## src/design/tcw_pkg.sv

```systemverilog
package tcw_pkg;

  localparam int ROWS_DEF = 25;
  localparam int COLS_DEF = 80;

  localparam int CMD_W       = 2;
  localparam int CHAR_W      = 8;
  localparam int ATTR_W      = 8;
  localparam int ROW_IN_W    = 6;
  localparam int COL_IN_W    = 7;
  localparam int POS_W       = 13;
  localparam int QUEUE_DEPTH = 2;
  localparam int CFG_INDEX_W = 1;
  localparam int CFG_DATA_W  = 8;

  localparam logic [CHAR_W-1:0] CHAR_E       = 8'h45;
  localparam logic [CHAR_W-1:0] CHAR_SPACE   = 8'h20;
  localparam logic [CHAR_W-1:0] CHAR_NEWLINE = 8'h0A;

  localparam logic [ATTR_W-1:0] DEFAULT_ATTR_RST = 8'd15;
  localparam logic [ATTR_W-1:0] ERROR_ATTR_RST   = 8'd244;

  typedef enum logic [CMD_W-1:0] {
    CMD_PUT   = 2'd0,
    CMD_CLEAR = 2'd1,
    CMD_READ  = 2'd2
  } cmd_code_t;

  typedef enum logic [CFG_INDEX_W-1:0] {
    REG_DEFAULT_ATTR = 1'b0,
    REG_ERROR_ATTR   = 1'b1
  } reg_index_t;

  // One classified request as it travels from the front to the back.
  typedef struct packed {
    logic [CMD_W-1:0]    cmd;
    logic [CHAR_W-1:0]   ch;
    logic [ATTR_W-1:0]   attr;
    logic                use_cursor;
    logic                bad;
    logic [ROW_IN_W-1:0] row;
    logic [COL_IN_W-1:0] col;
    logic [POS_W-1:0]    idx;
  } cmd_item_t;

  typedef struct packed {
    logic [POS_W-1:0]  position;
    logic              error;
    logic [CHAR_W-1:0] cell_char;
    logic [ATTR_W-1:0] cell_attr;
  } res_item_t;

  typedef struct packed {
    logic [ATTR_W-1:0] default_attr;
    logic [ATTR_W-1:0] error_attr;
  } cfg_regs_t;

  typedef struct packed {
    logic init_busy;
  } back_status_t;

endpackage

```

## src/design/tcw_fifo.sv

```systemverilog
module tcw_fifo
  import tcw_pkg::*;
#(
  parameter int WIDTH = 8,
  parameter int DEPTH = QUEUE_DEPTH
) (
  input  logic             clk,
  input  logic             rst,
  input  logic             wr_en,
  input  logic [WIDTH-1:0] wr_data,
  output logic             full,
  input  logic             rd_en,
  output logic [WIDTH-1:0] rd_data,
  output logic             valid
);

  localparam int PTR_W = (DEPTH > 1) ? $clog2(DEPTH) : 1;
  localparam int CNT_W = $clog2(DEPTH + 1);

  logic [WIDTH-1:0] slots [DEPTH];
  logic [PTR_W-1:0] wr_ptr;
  logic [PTR_W-1:0] rd_ptr;
  logic [CNT_W-1:0] count;
  logic             do_wr;
  logic             do_rd;

  assign full    = (count == CNT_W'(DEPTH));
  assign valid   = (count != '0);
  assign do_wr   = wr_en && !full;
  assign do_rd   = rd_en && valid;
  assign rd_data = slots[rd_ptr];

  always_ff @(posedge clk) begin
    if (do_wr) begin
      slots[wr_ptr] <= wr_data;
    end
  end

  always_ff @(posedge clk) begin
    if (rst) begin
      wr_ptr <= '0;
      rd_ptr <= '0;
      count  <= '0;
    end else begin
      if (do_wr) begin
        wr_ptr <= (wr_ptr == PTR_W'(DEPTH - 1)) ? '0 : wr_ptr + 1'b1;
      end
      if (do_rd) begin
        rd_ptr <= (rd_ptr == PTR_W'(DEPTH - 1)) ? '0 : rd_ptr + 1'b1;
      end
      if (do_wr && !do_rd) begin
        count <= count + 1'b1;
      end else if (do_rd && !do_wr) begin
        count <= count - 1'b1;
      end
    end
  end

endmodule

```

## src/design/tcw_front.sv

```systemverilog
module tcw_front
  import tcw_pkg::*;
#(
  parameter int ROWS = ROWS_DEF,
  parameter int COLS = COLS_DEF
) (
  input  logic                clk,
  input  logic                rst,
  input  logic                push,
  output logic                full,
  input  logic [CMD_W-1:0]    command,
  input  logic [CHAR_W-1:0]   character,
  input  logic [ROW_IN_W-1:0] row,
  input  logic [COL_IN_W-1:0] col,
  input  logic                use_cursor,
  input  logic [ATTR_W-1:0]   attr,
  input  back_status_t        status,
  input  logic                cmd_pop,
  output cmd_item_t           item,
  output logic                item_valid
);

  cmd_item_t entry;
  logic      q_full;
  logic      accept;
  logic      row_bad;
  logic      col_bad;

  // Inputs are held off while the back sweeps the screen after reset.
  assign full   = q_full || status.init_busy;
  assign accept = push && !full;

  assign row_bad = ({1'b0, row} >= (ROW_IN_W + 1)'(ROWS));
  assign col_bad = ({1'b0, col} >= (COL_IN_W + 1)'(COLS));

  always_comb begin
    entry.cmd        = command;
    entry.ch         = character;
    entry.attr       = attr;
    entry.use_cursor = use_cursor;
    entry.bad        = !use_cursor && (row_bad || col_bad);
    entry.row        = row;
    entry.col        = col;
    entry.idx        = POS_W'(int'(row) * COLS + int'(col));
  end

  tcw_fifo #(
    .WIDTH($bits(cmd_item_t)),
    .DEPTH(QUEUE_DEPTH)
  ) u_cmd_queue (
    .clk    (clk),
    .rst    (rst),
    .wr_en  (accept),
    .wr_data(entry),
    .full   (q_full),
    .rd_en  (cmd_pop),
    .rd_data(item),
    .valid  (item_valid)
  );

endmodule

```

## config.mk

```make
export PLATFORM = sky130hd
export DESIGN_NAME = tcw_front
export DESIGN_NICKNAME = d
export VERILOG_FILES = /design/src/design/tcw_pkg.sv /design/src/design/tcw_fifo.sv /design/src/design/tcw_front.sv
export SDC_FILE = /design/constraint.sdc
export NUM_CORES = 1
export LEC_CHECK = 0
export ABC_AREA = 1
export BUFFER_PORTS_ARGS = -buffer_cell sky130_fd_sc_hd__buf_2
export CORE_MARGIN = 2
export CORE_UTILIZATION = 25
export CTS_CLUSTER_DIAMETER = 80
export CTS_CLUSTER_SIZE = 40
export DETAILED_ROUTE_END_ITERATION = 7
export SYNTH_ARGS = -nofsm -noshare
export SYNTH_HDL_FRONTEND = slang
export SYNTH_SLANG_ARGS = --single-unit
```

## constraint.sdc

```tcl
create_clock -name clk -period 3.6 [get_ports clk]
set_input_delay 1.08 -clock clk [delete_from_list [all_inputs] [get_ports clk]]
set_output_delay 1.08 -clock clk [all_outputs]
set_load 0.005 [all_outputs]
```

==> impl_metrics.ini, run 1 <==
[critical_path]
cp_max_fo = 26
critPathTopFamily = flip-flops
criticalPathCategory = reg -> out
crit_buf_inv = 2
slowest_delay_ns = 0.65
slowest_stage = dfxtp_2
cp.arrival_ns = 1.79
crit_chain = buf_12 -> mux2_1 -> buf_2
required_ns = 2.52
cp-start-kind = flop
cp-end-kind = output port

[run]
max-cap-violations = 0

[floorplan]
core_sq_mm = 0.0146
die_w_um = 127
die_y_um = 127
initial_utilization = 0.257
row_count = 44
ios = 85
die-area_sq_mm = 0.0161

[yosys]
synthesis.area_sq_mm = 0.00377
seq_area_frac_synth = 0.696
netlist_instances = 240
synth_nets = 291
synth-warning-count = 0
ys_ff_latch = 89
avgSynthCellArea_sq_um = 15.7
ys_types = 28

[timing]
fin_crit_sh = 0.799
slew_headroom = 0.641
fmax_mhz = 348
finClkSkew_ns = 0.00836
timing.final.max_slew_violations = 0
fin_hold_ws_ns = 0.482
hold_viol = 0
period_needed_ns = 2.87
rsz0062_at_grt = false
tns_ns = 0
setup_viol = 0
tightest_slew_ns = 0.537

[placed_design]
dp_hpwl_um = 5080
portBuffers = 84
place_congestion = 0.782

[routing]
ant_nets = 0
avgViaCountPerCell = 4.20
dr_total_vias = 2175
drc = 0
drt_iter0_markers = 82
dr.pass1.iters = 4
drt-total-wl_um = 7260
drt-wirelength-per-cell_um = 14.0

[clock_tree]
cts_root_buffer = clkbuf_16
clock_sinks = 89
cts_buffers = 9
clk_latency_ns = 0.34
cts_tree = built
cts.path.max_buffers = 2
post_cts_buffers = 0
ctsResizeCount = 0
clk_pin_slew_ns = 0.06
hold_buffers = 0
h-tree-depth = 3

[global_routing]
grt_util_all_layers = 0.0958
grt_first_pass_wirelength_um = 11300
antenna_found_initial = 0
grt_pass1_vias = 2178
grt_overflow = 0
grt_max_degree = 29

[power]
p_per_area_mw_per_mm2 = 597
leakage_nw = 1.85
ir_drop_uv = 294

[finish]
n_antenna_cell = 0
drive_gt1_frac = 0.338
fin_nets = 380
area_growth_pct = 25.8

[min_path]
hp-class = reg -> reg

[run_status]
status = finished clean
[metal layers]
metal,up-vias,share of wire,GRT usage
li1,1044,-,-
met1,1058,0.42,0.105
met2,65,0.51,0.165
met3,8,0.057,0.0371
met4,0,0.018,0.0433
met5,-,0,0
[synthesized netlist by cell type]
library cell | n | share of area
nor2_1 | 7 | 0.0070
or2_2 | 1 | 0.0017
a21oi_1 | 6 | 0.0080
nand3_2 | 1 | 0.0027
nor3_1 | 1 | 0.0013
o21ai_0 | 2 | 0.0027
inv_2 | 2 | 0.0020
nand2_1 | 26 | 0.026
or2_1 | 1 | 0.0017
xor2_2 | 1 | 0.0043
ha_1 | 12 | 0.040
inv_1 | 17 | 0.017
xnor2_1 | 2 | 0.0046
xor2_1 | 4 | 0.0093
fa_1 | 2 | 0.011
buf_4 | 8 | 0.016
edfxtp_1 | 84 | 0.67
mux2_2 | 2 | 0.0060
o21ai_2 | 1 | 0.0023
a31oi_1 | 1 | 0.0017
nor3b_1 | 2 | 0.0040
nand3_1 | 8 | 0.011
dfxtp_1 | 5 | 0.027
nand4_1 | 1 | 0.0017
clkbuf_1 | 1 | 0.0010
o21ai_1 | 1 | 0.0013
nand2_2 | 1 | 0.0017
mux2_1 | 40 | 0.12
[power breakdown]
group / total (mW) / switching, mW / leakage, nW / internal, mW
combinational: 0.570 / 0.299 / 0.890 / 0.271
clock: 0.969 / 0.369 / 0.150 / 0.600
sequential: 1.29 / 0.0477 / 0.811 / 1.24
total: 2.83 / 0.716 / 1.85 / 2.11
[stage by stage]
step	worst slack (ns)	power, mW	cell area [sq um]	utilization	instances
3_3_place_gp	0.447	1.89	4430	0.303	502
4_1_cts	0.634	2.88	4740	0.324	518
2_1_floorplan	0.0838	1.66	3770	-	240
5_1_grt	0.589	2.98	4740	0.324	518
6_report	0.725	2.83	4740	0.324	518
3_5_place_dp	0.398	1.90	4430	0.303	502
[worst min-delay path, cell delays in order, from the launching register on]
cell and delay [ns]:
dfxtp_1 0.31, nand2_1 0.08, a21oi_1 0.06
[kinds of logic (layout without fill, tap and decap cells)]
| logic type | Yosys count | in the layout | share of synthesized area |
|---|---|---|---|
| XOR/XNOR | 7 | 7 | 0.0183 |
| multiplexers | 42 | 42 | 0.125 |
| AND/OR/NAND/NOR | 49 | 49 | 0.0581 |
| AO/OA/AOI/OAI | 11 | 11 | 0.0159 |
| buffers and inverters | 28 | 122 | 0.0359 |
| flip-flops | 89 | 89 | 0.696 |
| adder cells (fa/ha/maj) | 14 | 14 | 0.0505 |
[area by class of cell]
class                   instances  area, sq um
fillers                      1469         9900
well taps                     184          230
multi-input cells             123         1030
clock buffers                   9          225
inverters                      19         71.3
clock inverters                 7         85.1
flip-flops and latches         89         2620
repair buffers                 87          480
[cells in the final DEF (no fill, tap or decap), types with 2 or more instances in the layout]
cell / netlist / final
buf_2: 0 / 84
edfxtp_1: 84 / 84
mux2_1: 40 / 40
nand2_1: 26 / 26
inv_1: 17 / 17
ha_1: 12 / 12
clkbuf_16: 0 / 9
nand3_1: 8 / 8
a21oi_1: 6 / 6
nor2_1: 7 / 5
xor2_1: 4 / 4
dfxtp_1: 5 / 4
buf_12: 0 / 3
inv_2: 2 / 2
xnor2_1: 2 / 2
mux2_2: 2 / 2
o21ai_0: 2 / 2
nor2_4: 0 / 2
nor3b_1: 2 / 2
fa_1: 2 / 2
clkinv_1: 0 / 2
bufinv_16: 0 / 2
clkinv_2: 0 / 2
[worst paths after layout]
| kind | startpoint | to | slack [ns] | cells after the start |
|---|---|---|---|---|
| worst max register to register | u_cmd_queue.count[0] | u_cmd_queue.slots[1][32] | 1.80 | 5 |
| worst max-delay path | flop | item[20] | 0.73 | 3 |
| worst min register to register | u_cmd_queue.rd_ptr | flop | 0.48 | 2 |
| worst min-delay path | u_cmd_queue.rd_ptr | flop | 0.48 | 2 |
[state kept, by name (all words and copies together) (netlist names), named ones only]
signal,flops
u_cmd_queue.wr_ptr,1
u_cmd_queue.slots,84
u_cmd_queue.count,2
u_cmd_queue.rd_ptr,1
Power figures use the tool's default switching activity.
==> inputs of run 2 (changes only) <==
Settings changed: ABC_AREA 1 to 0.
Clock period 3.6 ns to 2.3 ns, I/O delays scaled along.
==> impl_metrics.ini, run 2 <==
[finish]
n_antenna_cell = 0
regMostFlops = u_cmd_queue.slots
top_regs = u_cmd_queue.slots (84), u_cmd_queue.count (2)
layout_common_cells = buf_2, edfxtp_1, mux2_2
largest_register_ffs = 84
fin_nets = 377
area_growth_pct = 30.0
drive_gt1_frac = 0.550

[floorplan]
initial_utilization = 0.256
die_w_um = 126
row_count = 44
core_sq_mm = 0.0146
ios = 85
die_y_um = 126
die-area_sq_mm = 0.0159

[yosys]
seq_area_frac_synth = 0.702
synth-warning-count = 0
synth_nets = 267
yosysTopAreaCellShare = 0.675
async_flop_share = 0
yosysTopAreaCell = edfxtp_1
ys_ff_latch = 89
synthFlopType = edfxtp_1
ys_types = 36
netlist_instances = 216
yosysMostFrequentCell = edfxtp_1
synth_edf_count = 84
synthesis.area_sq_mm = 0.00373
avgSynthCellArea_sq_um = 17.3
synth_commonest_cells = edfxtp_1, mux2_2, ha_1
synthTopCellsByArea = edfxtp_1, mux2_2, ha_1, dfxtp_1, xnor2_1

[run_status]
status = finished clean

[routing]
drt-total-wl_um = 7260
avgViaCountPerCell = 4.19
drt-wirelength-per-cell_um = 14.1
ant_nets = 0
dr.pass1.iters = 4
drt_iter0_markers = 80
drc = 0
dr_total_vias = 2156

[min_path]
hp-class = reg -> reg

[timing]
tightest_slew_ns = 0.550
finClkSkew_ns = 0.00615
slew_headroom = 0.629
timing.final.max_slew_violations = 0
rsz0062_at_grt = false
fin_crit_sh = 0.969
fin_hold_ws_ns = 0.521
hold_viol = 0
period_needed_ns = 2.23
fmax_mhz = 449
tns_ns = 0
setup_viol = 0

[clock_tree]
ctsResizeCount = 0
clk_pin_slew_ns = 0.06
clk_latency_ns = 0.34
h-tree-depth = 3
cts.path.max_buffers = 2
hold_buffers = 0
post_cts_buffers = 0
cts_root_buffer = clkbuf_16
cts_buffers = 9
cts_tree = built
clock_sinks = 89

[critical_path]
cp.arrival_ns = 2.31
cp-end-kind = flop
slowest_stage = or3_4
rr_endpoint = u_cmd_queue.count[1]
r2r_slack_ns = 0.64
required_ns = 2.38
reg2reg_depth = 5
critPathTopFamily = adder cells
regToRegStartpoint = u_cmd_queue.count[0]
crit_chain = buf_2 -> ha_4 -> ha_4 -> fa_2 -> and3_4 -> or3_4 -> nand4_1 -> o211ai_2
endpoint = u_cmd_queue.slots[1][12]
cp-start-kind = input port
criticalPathCategory = in -> reg
slowest_delay_ns = 0.39
critPathLaunch = row[1]
crit_path_frequent_cell = ha_4
crit_buf_inv = 1
crit_cells = 8
cp_max_fo = 3

[global_routing]
antenna_found_initial = 0
grt_first_pass_wirelength_um = 11600
grt_max_degree = 23
use_met1 = 0.105
grt_util_all_layers = 0.0975
use_met2 = 0.166
grt_overflow = 0
grt.busiest_layer = met2
grt_pass1_vias = 2320
grtUsageMet3 = 0.0450

[placed_design]
dp_hpwl_um = 5230
place_congestion = 0.778
portBuffers = 84

[run]
max-cap-violations = 0

[power]
leakage_nw = 1.83
p_per_area_mw_per_mm2 = 927
ir_drop_uv = 410
[run 2: cell types whose count changed in the layout (fill, tap and decap cells not counted), sizes merged, moves of 4 or more]
cell | previous run | this run
xnor2 | 2 | 6
nand3 | 9 | 4
inv | 19 | 8
nand2 | 27 | 4
buf | 87 | 108
[run 2: per-layer routing]
| metal | wire (um) | vias up | part of all wire |
|---|---|---|---|
| li1 | - | 1040 | - |
| met1 | 3080 | 1042 | 0.42 |
| met2 | 3560 | 61 | 0.49 |
| met3 | 513 | 13 | 0.071 |
| met4 | 113 | 0 | 0.016 |
| met5 | 0 | - | 0 |
[run 2: worst min-delay path by stage]
stage / start / end / slack (ns) / depth (start not counted)
after floorplan: u_cmd_queue.rd_ptr / flop / 0.47 / 2
after global placement: u_cmd_queue.rd_ptr / u_cmd_queue.rd_ptr / 0.49 / 2
after detailed placement: u_cmd_queue.rd_ptr / u_cmd_queue.rd_ptr / 0.51 / 2
after CTS: col[3] / u_cmd_queue.slots[1][16] / 0.52 / 1
after global routing: col[2] / u_cmd_queue.slots[0][15] / 0.52 / 1
final: u_cmd_queue.rd_ptr / u_cmd_queue.rd_ptr / 0.52 / 2
[run 2: kinds of logic (layout without fill, tap and decap cells)]
kind of cell,count (synthesis),after routing,synth area share
flops,89,89,0.702
mux,42,42,0.127
simple gates,24,24,0.0362
compound gates,19,19,0.0358
buf+inv,17,132,0.0224
fa+ha+maj,14,14,0.0509
xor+xnor,11,11,0.0258
[run 2: worst min-delay path, stage by stage, from the launching register on]
cell and delay, ns:
dfxtp_1 0.32, xor2_1 0.08, nor2_1 0.08
[run 2: final cells by class]
type	count	area, sq um
multi-input combinational	110	1080
clock inverter	7	47.5
sequential	89	2620
clock buffer	9	225
tap	184	230
fill	1428	9730
inverter	8	30.0
timing repair buffer	108	613
[run 2: power by group]
| part | total, mW | internal [mW] | switching, mW |
|---|---|---|---|
| Clock | 1.31 | 0.728 | 0.579 |
| Sequential | 2.02 | 1.97 | 0.0556 |
| Combinational | 1.17 | 0.608 | 0.561 |
| Total | 4.50 | 3.30 | 1.20 |
[run 2: stage by stage]
step | instances | instance area (sq um) | util | total power, mW | setup slack, ns
floorplan | 216 | 3790 | - | 2.78 | -0.0902
detailed placement | 499 | 4580 | 0.314 | 3.27 | -0.290
global route | 515 | 4850 | 0.333 | 4.77 | 0.00871
finish | 515 | 4850 | 0.333 | 4.50 | 0.0718
CTS | 515 | 4850 | 0.333 | 4.60 | 0.0668
global placement | 499 | 4580 | 0.314 | 3.24 | -0.266
